<file path="src/rtl/wfr_pkg.sv">
// shared types and constants of the wiegand frame receiver
// no dependencies; every file that uses it refers to it by scoped names
package wfr_pkg;

  // field widths fixed by the item formats
  localparam int OPCODE_W    = 2;
  localparam int MAXB_W      = 7;
  localparam int BIT_COUNT_W = 9;
  localparam int BYTE_W      = 8;
  localparam int TIMER_W     = 16;
  localparam int CFG_DATA_W  = 32;
  localparam int CFG_ADDR_W  = 3;

  // most bytes a single read can return
  localparam int RESULT_CAP = 32;

  localparam logic [TIMER_W-1:0] TIMER_MAX     = 16'hFFFF;
  localparam logic [TIMER_W-1:0] TIMEOUT_RESET = 16'd4000;

  // register index, taken from paddr[2]
  localparam logic REG_TIMEOUT = 1'b0;

  typedef enum logic [OPCODE_W-1:0] {
    OP_TICK  = 2'd0,
    OP_DATA0 = 2'd1,
    OP_DATA1 = 2'd2,
    OP_READ  = 2'd3
  } opcode_t;

  typedef enum logic [1:0] {
    S_IDLE,
    S_STREAM,
    S_EMPTY
  } state_t;

  // commands from the controller to the datapath
  typedef struct packed {
    logic tick;
    logic pulse;
    logic pulse_bit;
    logic rd_latch;
    logic rd_fetch;
    logic rd_adv;
    logic load_byte;
    logic load_empty;
    logic clear;
  } ctrl_cmd_t;

  // status from the datapath to the controller
  typedef struct packed {
    logic complete;
    logic n_zero;
    logic out_free;
    logic last_idx;
    logic rd_cmpl;
  } dp_stat_t;

endpackage

</file>
<file path="src/rtl/wfr_in_if.sv">
// input channel: opcode and max_bytes with a valid/ready handshake
// uses wfr_pkg for field widths
interface wfr_in_if;
  logic                         valid;
  logic                         ready;
  logic [wfr_pkg::OPCODE_W-1:0] opcode;
  logic [wfr_pkg::MAXB_W-1:0]   max_bytes;

  modport source (output valid, output opcode, output max_bytes, input ready);
  modport sink   (input valid, input opcode, input max_bytes, output ready);
endinterface

</file>
<file path="src/rtl/wfr_out_if.sv">
// result channel: bit count, frame byte and flags with a valid/ready handshake
// uses wfr_pkg for field widths
interface wfr_out_if;
  logic                            valid;
  logic                            ready;
  logic [wfr_pkg::BIT_COUNT_W-1:0] bit_count;
  logic [wfr_pkg::BYTE_W-1:0]      data_byte;
  logic                            byte_valid;
  logic                            last;

  modport source (output valid, output bit_count, output data_byte, output byte_valid,
                  output last, input ready);
  modport sink   (input valid, input bit_count, input data_byte, input byte_valid,
                  input last, output ready);
endinterface

</file>
<file path="src/rtl/wfr_ram.sv">
// generic single-port-write, single-port-read ram with registered read data
// no dependencies
module wfr_ram #(
  parameter  int WIDTH = 8,
  parameter  int DEPTH = 32,
  localparam int AW    = (DEPTH > 1) ? $clog2(DEPTH) : 1
) (
  input  logic             clk,
  input  logic             we,
  input  logic [AW-1:0]    waddr,
  input  logic [WIDTH-1:0] wdata,
  input  logic             re,
  input  logic [AW-1:0]    raddr,
  output logic [WIDTH-1:0] rdata
);

  logic [WIDTH-1:0] mem_r [DEPTH];
  logic [WIDTH-1:0] rdata_r;

  always_ff @(posedge clk) begin
    if (we) begin
      mem_r[waddr] <= wdata;
    end
    if (re) begin
      rdata_r <= mem_r[raddr];
    end
  end

  assign rdata = rdata_r;

endmodule

</file>
<file path="src/rtl/wfr_ctrl.sv">
// controller state machine: decodes accepted items and sequences reads
// depends on wfr_pkg
module wfr_ctrl (
  input  logic                         clk,
  input  logic                         rst_n,
  input  logic                         in_valid,
  input  logic [wfr_pkg::OPCODE_W-1:0] in_opcode,
  output logic                         in_ready,
  input  wfr_pkg::dp_stat_t            stat,
  output wfr_pkg::ctrl_cmd_t           cmd
);

  wfr_pkg::state_t state_r, state_nxt;
  logic            accept;

  assign in_ready = (state_r == wfr_pkg::S_IDLE);
  assign accept   = in_valid && in_ready;

  // state register
  always_ff @(posedge clk) begin
    if (!rst_n) begin
      state_r <= wfr_pkg::S_IDLE;
    end else begin
      state_r <= state_nxt;
    end
  end

  // next state
  always_comb begin
    state_nxt = state_r;
    unique case (state_r)
      wfr_pkg::S_IDLE: begin
        if (accept && wfr_pkg::opcode_t'(in_opcode) == wfr_pkg::OP_READ) begin
          if (stat.complete && !stat.n_zero) begin
            state_nxt = wfr_pkg::S_STREAM;
          end else begin
            state_nxt = wfr_pkg::S_EMPTY;
          end
        end
      end
      wfr_pkg::S_STREAM: begin
        if (stat.out_free && stat.last_idx) begin
          state_nxt = wfr_pkg::S_IDLE;
        end
      end
      wfr_pkg::S_EMPTY: begin
        if (stat.out_free) begin
          state_nxt = wfr_pkg::S_IDLE;
        end
      end
      default: state_nxt = wfr_pkg::S_IDLE;
    endcase
  end

  // command outputs
  always_comb begin
    cmd = '0;
    unique case (state_r)
      wfr_pkg::S_IDLE: begin
        if (accept) begin
          unique case (wfr_pkg::opcode_t'(in_opcode))
            wfr_pkg::OP_TICK:  cmd.tick = 1'b1;
            wfr_pkg::OP_DATA0: cmd.pulse = 1'b1;
            wfr_pkg::OP_DATA1: begin
              cmd.pulse     = 1'b1;
              cmd.pulse_bit = 1'b1;
            end
            wfr_pkg::OP_READ: begin
              cmd.rd_latch = 1'b1;
              cmd.rd_fetch = stat.complete && !stat.n_zero;
            end
            default: cmd.tick = 1'b0;
          endcase
        end
      end
      wfr_pkg::S_STREAM: begin
        if (stat.out_free) begin
          cmd.load_byte = 1'b1;
          cmd.clear     = stat.last_idx;
          cmd.rd_adv    = !stat.last_idx;
        end
      end
      wfr_pkg::S_EMPTY: begin
        if (stat.out_free) begin
          cmd.load_empty = 1'b1;
          cmd.clear      = stat.rd_cmpl;
        end
      end
      default: cmd = '0;
    endcase
  end

endmodule

</file>
<file path="src/rtl/wfr_dp.sv">
// datapath: frame store, bit count, idle timer, read walker and result register
// depends on wfr_pkg and wfr_ram
module wfr_dp #(
  parameter int MAX_BYTES = 32
) (
  input  logic                            clk,
  input  logic                            rst_n,
  input  wfr_pkg::ctrl_cmd_t              cmd,
  output wfr_pkg::dp_stat_t               stat,
  input  logic [wfr_pkg::MAXB_W-1:0]      max_bytes,
  input  logic [wfr_pkg::TIMER_W-1:0]     timeout,
  input  logic                            out_ready,
  output logic                            out_valid,
  output logic [wfr_pkg::BIT_COUNT_W-1:0] out_bit_count,
  output logic [wfr_pkg::BYTE_W-1:0]      out_data_byte,
  output logic                            out_byte_valid,
  output logic                            out_last
);

  localparam int ADDR_W = (MAX_BYTES > 1) ? $clog2(MAX_BYTES) : 1;
  localparam int BITS_W = $clog2(MAX_BYTES * 8 + 1);
  localparam int SLOT_W = BITS_W - 3;
  localparam int RD_CAP = (MAX_BYTES < wfr_pkg::RESULT_CAP) ? MAX_BYTES
                                                             : wfr_pkg::RESULT_CAP;
  localparam int CNT_W  = $clog2(RD_CAP + 1);
  localparam int CMP_W  = 8;

  logic [BITS_W-1:0]               bits_r, bits_nxt;
  logic [wfr_pkg::TIMER_W-1:0]     timer_r, timer_nxt;
  logic [wfr_pkg::BYTE_W-1:0]      cur_byte_r, cur_byte_nxt;
  logic [MAX_BYTES-1:0]            vld_r, vld_nxt;
  logic [CNT_W-1:0]                idx_r, idx_nxt, idx_inc;
  logic [CNT_W-1:0]                n_r;
  logic [wfr_pkg::BIT_COUNT_W-1:0] rd_bits_r;
  logic                            rd_cmpl_r;
  logic                            vq_r;

  logic                            out_valid_r, out_valid_nxt;
  logic [wfr_pkg::BIT_COUNT_W-1:0] out_bits_r;
  logic [wfr_pkg::BYTE_W-1:0]      out_byte_r;
  logic                            out_bv_r;
  logic                            out_last_r;

  logic [SLOT_W-1:0]               slot;
  logic                            full;
  logic                            wr_en;
  logic [wfr_pkg::BYTE_W-1:0]      shift_base, new_byte;
  logic [ADDR_W-1:0]               waddr, raddr;
  logic                            re;
  logic [wfr_pkg::BYTE_W-1:0]      ram_q;
  logic [BITS_W+wfr_pkg::BIT_COUNT_W-1:0] bits_wide;
  logic [wfr_pkg::BIT_COUNT_W-1:0] bits9;
  logic [CMP_W-1:0]                ceil8, maxb8, n8, n_tmp;
  logic                            complete;
  logic                            out_free;

  // write side of the store
  assign slot       = bits_r[BITS_W-1:3];
  assign full       = (slot >= SLOT_W'(MAX_BYTES));
  assign wr_en      = cmd.pulse && !full;
  assign shift_base = (bits_r[2:0] == 3'd0) ? '0 : cur_byte_r;
  assign new_byte   = {shift_base[wfr_pkg::BYTE_W-2:0], cmd.pulse_bit};
  assign waddr      = slot[ADDR_W-1:0];

  // frame length and completion
  assign bits_wide = {{wfr_pkg::BIT_COUNT_W{1'b0}}, bits_r};
  assign bits9     = bits_wide[wfr_pkg::BIT_COUNT_W-1:0];
  assign complete  = (timer_r >= timeout) && (bits_r != '0);

  // byte count of a read: min(ceil(bits/8), max_bytes, cap)
  assign ceil8 = CMP_W'(slot) + CMP_W'(|bits_r[2:0]);
  assign maxb8 = CMP_W'(max_bytes);
  always_comb begin
    n_tmp = (ceil8 < maxb8) ? ceil8 : maxb8;
    n8    = (n_tmp < CMP_W'(RD_CAP)) ? n_tmp : CMP_W'(RD_CAP);
  end

  // read walker addressing
  assign idx_inc = idx_r + CNT_W'(1);
  assign re      = cmd.rd_fetch || cmd.rd_adv;
  assign raddr   = cmd.rd_fetch ? '0 : idx_inc[ADDR_W-1:0];

  assign out_free = !out_valid_r || out_ready;

  // status to the controller
  always_comb begin
    stat          = '0;
    stat.complete = complete;
    stat.n_zero   = (n8 == '0);
    stat.out_free = out_free;
    stat.last_idx = (idx_inc == n_r);
    stat.rd_cmpl  = rd_cmpl_r;
  end

  // frame state next values
  always_comb begin
    bits_nxt     = bits_r;
    timer_nxt    = timer_r;
    cur_byte_nxt = cur_byte_r;
    vld_nxt      = vld_r;
    idx_nxt      = idx_r;
    if (cmd.tick && timer_r != wfr_pkg::TIMER_MAX) begin
      timer_nxt = timer_r + 16'd1;
    end
    if (cmd.pulse) begin
      timer_nxt = '0;
    end
    if (wr_en) begin
      bits_nxt       = bits_r + BITS_W'(1);
      cur_byte_nxt   = new_byte;
      vld_nxt[waddr] = 1'b1;
    end
    if (cmd.clear) begin
      bits_nxt = '0;
      vld_nxt  = '0;
    end
    if (cmd.rd_fetch) begin
      idx_nxt = '0;
    end else if (cmd.rd_adv) begin
      idx_nxt = idx_inc;
    end
  end

  // control registers
  always_ff @(posedge clk) begin
    if (!rst_n) begin
      bits_r      <= '0;
      timer_r     <= wfr_pkg::TIMER_MAX;
      vld_r       <= '0;
      out_valid_r <= 1'b0;
    end else begin
      bits_r      <= bits_nxt;
      timer_r     <= timer_nxt;
      vld_r       <= vld_nxt;
      out_valid_r <= out_valid_nxt;
    end
  end

  // payload registers
  always_ff @(posedge clk) begin
    cur_byte_r <= cur_byte_nxt;
    idx_r      <= idx_nxt;
    if (cmd.rd_latch) begin
      n_r       <= CNT_W'(n8);
      rd_bits_r <= complete ? bits9 : '0;
      rd_cmpl_r <= complete;
    end
    if (re) begin
      vq_r <= vld_r[raddr];
    end
    if (cmd.load_byte) begin
      out_bits_r <= rd_bits_r;
      out_byte_r <= vq_r ? ram_q : '0;
      out_bv_r   <= 1'b1;
      out_last_r <= stat.last_idx;
    end else if (cmd.load_empty) begin
      out_bits_r <= rd_bits_r;
      out_byte_r <= '0;
      out_bv_r   <= 1'b0;
      out_last_r <= 1'b1;
    end
  end

  // result register handshake
  always_comb begin
    out_valid_nxt = out_valid_r;
    if (cmd.load_byte || cmd.load_empty) begin
      out_valid_nxt = 1'b1;
    end else if (out_ready) begin
      out_valid_nxt = 1'b0;
    end
  end

  // frame byte store
  wfr_ram #(
    .WIDTH (wfr_pkg::BYTE_W),
    .DEPTH (MAX_BYTES)
  ) u_store (
    .clk   (clk),
    .we    (wr_en),
    .waddr (waddr),
    .wdata (new_byte),
    .re    (re),
    .raddr (raddr),
    .rdata (ram_q)
  );

  assign out_valid      = out_valid_r;
  assign out_bit_count  = out_bits_r;
  assign out_data_byte  = out_byte_r;
  assign out_byte_valid = out_bv_r;
  assign out_last       = out_last_r;

  // a finished read leaves an empty store
  a_clear_empties: assert property (@(posedge clk) disable iff (!rst_n)
    cmd.clear |=> (bits_r == '0 && vld_r == '0))
    else $error("store not empty after read");

  // results only enter a free result register
  a_load_free: assert property (@(posedge clk) disable iff (!rst_n)
    (cmd.load_byte || cmd.load_empty) |-> out_free)
    else $error("result register overwritten");

  // a pulse on a full store keeps the bit count
  a_full_drop: assert property (@(posedge clk) disable iff (!rst_n)
    (cmd.pulse && full) |=> $stable(bits_r))
    else $error("bit counted on full store");

  // streaming starts only on a complete frame
  a_fetch_complete: assert property (@(posedge clk) disable iff (!rst_n)
    cmd.rd_fetch |-> (complete && bits_r != '0))
    else $error("stream started on incomplete frame");

endmodule

</file>
<file path="src/rtl/wiegand_frame_receiver_core.sv">
// top level of the wiegand frame receiver: config register, controller, datapath
// depends on wfr_pkg, wfr_in_if, wfr_out_if, wfr_ctrl, wfr_dp
//
// Ticks and data pulses can follow back to back. A read holds the input until its
// last result has entered the result register: the read first issues address 0 to
// the frame store, then the store's registered read port delivers one byte per
// cycle into the result register while that register is free, so sink back
// pressure holds the read. A read that returns no byte gives one result with no
// byte. The next item is accepted as soon as the last result of a read has entered
// the result register. The store has one valid flag per byte, so reset and the
// clear after a read take effect at once with no sweep. timeout_ticks lies at byte
// address 0 of the config port.
module wiegand_frame_receiver_core #(
  parameter int MAX_BYTES = 32
) (
  input  logic                             clk,
  input  logic                             rst_n,
  wfr_in_if.sink                           in_ch,
  wfr_out_if.source                        out_ch,
  input  logic                             cfg_psel,
  input  logic                             cfg_penable,
  input  logic                             cfg_pwrite,
  input  logic [wfr_pkg::CFG_ADDR_W-1:0]   cfg_paddr,
  input  logic [wfr_pkg::CFG_DATA_W-1:0]   cfg_pwdata,
  output logic [wfr_pkg::CFG_DATA_W-1:0]   cfg_prdata,
  output logic                             cfg_pready
);

  logic [wfr_pkg::TIMER_W-1:0] timeout_r, timeout_nxt;
  logic                        cfg_wr;
  wfr_pkg::ctrl_cmd_t          cmd;
  wfr_pkg::dp_stat_t           stat;
  logic                        in_ready;

  // config port
  assign cfg_pready = 1'b1;
  assign cfg_wr     = cfg_psel && cfg_penable && cfg_pwrite && cfg_pready;

  always_comb begin
    timeout_nxt = timeout_r;
    if (cfg_wr && cfg_paddr[2] == wfr_pkg::REG_TIMEOUT) begin
      timeout_nxt = cfg_pwdata[wfr_pkg::TIMER_W-1:0];
    end
  end

  always_ff @(posedge clk) begin
    if (!rst_n) begin
      timeout_r <= wfr_pkg::TIMEOUT_RESET;
    end else begin
      timeout_r <= timeout_nxt;
    end
  end

  assign cfg_prdata = (cfg_paddr[2] == wfr_pkg::REG_TIMEOUT)
                      ? {{(wfr_pkg::CFG_DATA_W-wfr_pkg::TIMER_W){1'b0}}, timeout_r}
                      : '0;

  // controller
  wfr_ctrl u_ctrl (
    .clk       (clk),
    .rst_n     (rst_n),
    .in_valid  (in_ch.valid),
    .in_opcode (in_ch.opcode),
    .in_ready  (in_ready),
    .stat      (stat),
    .cmd       (cmd)
  );

  assign in_ch.ready = in_ready;

  // datapath
  wfr_dp #(
    .MAX_BYTES (MAX_BYTES)
  ) u_dp (
    .clk            (clk),
    .rst_n          (rst_n),
    .cmd            (cmd),
    .stat           (stat),
    .max_bytes      (in_ch.max_bytes),
    .timeout        (timeout_r),
    .out_ready      (out_ch.ready),
    .out_valid      (out_ch.valid),
    .out_bit_count  (out_ch.bit_count),
    .out_data_byte  (out_ch.data_byte),
    .out_byte_valid (out_ch.byte_valid),
    .out_last       (out_ch.last)
  );

endmodule

</file>
<file path="src/flat_wrapper.sv">
// flat-port wrapper written by rule: the top's interface ports become plain ports
module wiegand_frame_receiver_core_flat 
#(
  parameter int MAX_BYTES = 32
)
  (clk, rst_n, cfg_psel, cfg_penable, cfg_pwrite, cfg_paddr, cfg_pwdata, cfg_prdata, cfg_pready, in_ch_valid, in_ch_opcode, in_ch_max_bytes, in_ch_ready, out_ch_valid, out_ch_bit_count, out_ch_data_byte, out_ch_byte_valid, out_ch_last, out_ch_ready);
  wfr_in_if in_ch_i ();
  wfr_out_if out_ch_i ();
  input  logic clk;
  input  logic rst_n;
  input  logic cfg_psel;
  input  logic cfg_penable;
  input  logic cfg_pwrite;
  input  logic [wfr_pkg::CFG_ADDR_W-1:0] cfg_paddr;
  input  logic [wfr_pkg::CFG_DATA_W-1:0] cfg_pwdata;
  output logic [wfr_pkg::CFG_DATA_W-1:0] cfg_prdata;
  output logic cfg_pready;
  input wire logic [$bits(in_ch_i.valid)-1:0] in_ch_valid;
  input wire logic [$bits(in_ch_i.opcode)-1:0] in_ch_opcode;
  input wire logic [$bits(in_ch_i.max_bytes)-1:0] in_ch_max_bytes;
  output wire logic [$bits(in_ch_i.ready)-1:0] in_ch_ready;
  output wire logic [$bits(out_ch_i.valid)-1:0] out_ch_valid;
  output wire logic [$bits(out_ch_i.bit_count)-1:0] out_ch_bit_count;
  output wire logic [$bits(out_ch_i.data_byte)-1:0] out_ch_data_byte;
  output wire logic [$bits(out_ch_i.byte_valid)-1:0] out_ch_byte_valid;
  output wire logic [$bits(out_ch_i.last)-1:0] out_ch_last;
  input wire logic [$bits(out_ch_i.ready)-1:0] out_ch_ready;
  assign in_ch_i.valid = in_ch_valid;
  assign in_ch_i.opcode = in_ch_opcode;
  assign in_ch_i.max_bytes = in_ch_max_bytes;
  assign in_ch_ready = in_ch_i.ready;
  assign out_ch_valid = out_ch_i.valid;
  assign out_ch_bit_count = out_ch_i.bit_count;
  assign out_ch_data_byte = out_ch_i.data_byte;
  assign out_ch_byte_valid = out_ch_i.byte_valid;
  assign out_ch_last = out_ch_i.last;
  assign out_ch_i.ready = out_ch_ready;
  wiegand_frame_receiver_core #(.MAX_BYTES(MAX_BYTES)) u_core (.clk(clk), .rst_n(rst_n), .in_ch(in_ch_i), .out_ch(out_ch_i), .cfg_psel(cfg_psel), .cfg_penable(cfg_penable), .cfg_pwrite(cfg_pwrite), .cfg_paddr(cfg_paddr), .cfg_pwdata(cfg_pwdata), .cfg_prdata(cfg_prdata), .cfg_pready(cfg_pready));
endmodule
</file>
<file path="config.mk">
export PLATFORM = sky130hd
export DESIGN_NAME = wiegand_frame_receiver_core_flat
export DESIGN_NICKNAME = d
export VERILOG_FILES = /design/src/rtl/wfr_pkg.sv /design/src/rtl/wfr_in_if.sv /design/src/rtl/wfr_out_if.sv /design/src/rtl/wfr_ram.sv /design/src/rtl/wfr_ctrl.sv /design/src/rtl/wfr_dp.sv /design/src/rtl/wiegand_frame_receiver_core.sv /design/src/flat_wrapper.sv
export SDC_FILE = /design/constraint.sdc
export NUM_CORES = 1
export LEC_CHECK = 0
export BUFFER_PORTS_ARGS = -buffer_cell sky130_fd_sc_hd__buf_2
export CAP_MARGIN = 10
export CELL_PAD_IN_SITES_DETAIL_PLACEMENT = 1
export CELL_PAD_IN_SITES_GLOBAL_PLACEMENT = 1
export CORE_MARGIN = 1
export CORE_UTILIZATION = 50
export CTS_CLUSTER_DIAMETER = 80
export DETAILED_ROUTE_END_ITERATION = 7
export PLACE_DENSITY_LB_ADDON = 0.1
export SYNTH_ARGS = -nofsm -noshare
export SYNTH_HDL_FRONTEND = slang
export SYNTH_SLANG_ARGS = --single-unit
</file>
<file path="constraint.sdc">
create_clock -name clk -period 4.6 [get_ports clk]
set_input_delay 0.69 -clock clk [delete_from_list [all_inputs] [get_ports clk]]
set_output_delay 0.69 -clock clk [all_outputs]
set_load 0.1 [all_outputs]
</file>
==> run metrics <==
CP required 4970 ps; clock root cell clkbuf_16; CP Data Arrival Time 4650 ps; Area contributors post-synth edfxtp_1, dfxtp_1, mux4_2; multi-input logic area 0.00517 mm^2; TNS Setup 0 ps; Register Area 0.0109 mm^2; Worst Path Buf+Inv 3; crit start category register; Synth Warn # 0; Yosys top cell area share 0.558; WL final 39.7 mm; CP Max Fanout 8; Final min period 4280 ps; Synth area leader edfxtp_1; io pins 105; Yosys reg bits 389; drt first pass iters 7; Tcrit/Tclk final 0.931; critical path's slowest cell dfxtp_1; drt via density 5.60; Clk Latency, worst-skew pair 550 ps; critical path's most frequent cell ha_1; hold wc startpoint cfg_pwdata[11]; dominant synthesized flop cell edfxtp_1; most common cell after layout, fill and taps aside edfxtp_1; register area share after synthesis 0.659; biggest cell delay along the critical path 400 ps; failing checks DRC; gpl congestion 0.880; status complete, but fails checks; netlist area before placement 0.0165 mm^2; fmax 233 MHz; Avg Inst Size Synth 13.9 um^2; detailed placement HPWL 25.9 mm; cell family with the largest share of critical-path delay simple AND/OR/NAND/NOR gates; reg2reg start u_core.u_dp.bits9[1]; WL/cell 22.4 um; clk buf depth 3; total chip power 0.00819 W; CTS buffer count 41; Starting Density 0.507; cell area power density 435 mW/mm^2; Layout Nets 1,383; CTS H-tree depth 2; crit path kind register to register; max cap viols 0; Remaining DRCs 1; vias in the first global route 10,100; hold_buf cts 0; largest net degree at the start of global routing 59; relative slew slack 0.307; Row Count 66; Total Routing Usage GR 0.243; crit end category register; Antenna Diode Count 0; first-pass GRT wire length 61.0 mm; CTS tree yes; Core Region 0.0325 mm^2; dpl ws 192 ps; Slew Limit Fails 0; Critical Path Start u_core.u_dp.bits9[1]; Synth Instances 1,184; most frequent cells in the layout edfxtp_1, nor2_1, nand2_1, dfxtp_1, buf_2; leakage power 6.63 nW; Hold Path Class input port to register; Synth cell types 63; number of port buffers 69; layout cells sized above 1 0.211; initial antenna violation count 0; die area 0.0336 mm^2; slew at the pin closest to its max-slew limit 1030 ps; gr ovfl total 0; Critical Path, Cell by Cell inv_1 > ha_1 > nand2b_1 > ha_1 > ha_1 > and3_1 > nand3_1 > inv_1 > ha_1 > a21oi_1 > nand3_1 > a31oi_2 > nor4_1 > nor4_4 > nand2_1 > buf_4 > nand2_1 > o221ai_1 > a32oi_1; clk sink count 389; Post-synth EDFFs 306; Final WS setup 316 ps; Fill cells 3,187; Die X 183 um; ANT nets after route 0; DR vias 9,926; peak supply drop 320 uV; CTS clk-pin slew, worst paths 60 ps; Die Y 183 um; final setup violation count 0; clk_skew 22.9 ps; final hold viol count 0; FFs w/ async S/R, synth 0; DRT iter0 DRCs 751; Layout area overhead 14.5%
[kinds of logic after synthesis]
| family | synth area share |
|---|---|
| AOI/OAI and AO/OA | 0.0714 |
| xor gates and xnor gates | 0.0212 |
| adders and majority gates | 0.0258 |
| buffers and inverters | 0.0326 |
| DFF | 0.659 |
| muxes | 0.0880 |
| other | 0.000456 |
| and+or+nand+nor | 0.101 |
[per-layer routing]
metal / share of wire / global-route usage
met1: 0.45 / 0.347
met2: 0.47 / 0.392
met3: 0.050 / 0.0315
met4: 0.023 / 0.0697
met5: 0 / 0
[power by group]
part	switching (W)	internal (W)	total, W
logic	0.000707	0.000400	0.00111
registers	0.0000309	0.00386	0.00389
clock network	0.00135	0.00184	0.00319
total	0.00209	0.00610	0.00819
[path summary, 6_finish.rpt]
check | to | slack [ps] | cells after the start
worst min-delay path | u_core.timeout_r[11] | 380 | 3
worst min register to register | u_core.u_dp.out_bit_count[2] | 420 | 0
worst max-delay path | u_core.u_dp.u_store.rdata[5] | 320 | 19
worst max register to register | u_core.u_dp.u_store.rdata[5] | 320 | 19
[final cells by class]
type / count / share of cell area
multi-input cells: 699 / 0.274
well taps: 442 / 0.0293
clock inverters: 21 / 0.0111
inverters: 36 / 0.00724
clock buffers: 54 / 0.0576
flip-flops and latches: 389 / 0.576
repair buffers: 131 / 0.0443
[worst min-delay path: stages]
cell,delay (ps)
buf_2,70
nand2_1,40
o211ai_1,70
[cell usage after synthesis, drive strengths merged (4+ instances only)]
master,n
edfxtp,306
nor2,158
nand2,90
dfxtp,83
mux4,54
a21oi,40
buf,40
clkbuf,36
inv,35
ha,34
o21ai,34
and2,23
xnor2,21
a21boi,19
mux2,18
nor3,18
xor2,18
nand3,16
o221ai,15
a21o,11
nand4,10
a211o,8
a311oi,8
a32oi,8
and3,8
nor2b,8
o211ai,8
nand2b,7
nand3b,5
a22oi,4
a31oi,4
nor4,4
or3,4
[sequential cells by signal, summed over array words and instances, names as in the netlist, 2 cells and up]
| register | cells |
|---|---|
| u_core.timeout_r | 16 |
| u_core.u_ctrl.state_r | 2 |
| u_core.u_dp.bits9 | 9 |
| u_core.u_dp.cur_byte_r | 7 |
| u_core.u_dp.idx_r | 6 |
| u_core.u_dp.n_r | 6 |
| u_core.u_dp.out_bit_count | 9 |
| u_core.u_dp.out_data_byte | 8 |
| u_core.u_dp.rd_bits_r | 9 |
| u_core.u_dp.timer_r | 16 |
| u_core.u_dp.u_store.mem_r | 256 |
| u_core.u_dp.u_store.rdata | 8 |
| u_core.u_dp.vld_r | 32 |
[through the flow]
| step | utilization | instances | hold slack (ps) | area, um^2 |
|---|---|---|---|---|
| final | 0.581 | 1772 | 378 | 18800 |
| after detailed placement | 0.539 | 1691 | 405 | 17500 |
| after global routing | 0.581 | 1772 | 387 | 18800 |
| after CTS | 0.579 | 1766 | 365 | 18800 |
| after global placement | 0.539 | 1691 | 404 | 17500 |
| after floorplan | - | 1199 | 400 | 16500 |
[repair_timing]
item | CTS | global route
setup endpoints to repair | 0 | 9
gates resized for setup | 0 | 2
buffers inserted | 0 | 5
Note: power is estimated with default switching activity, not from simulation.
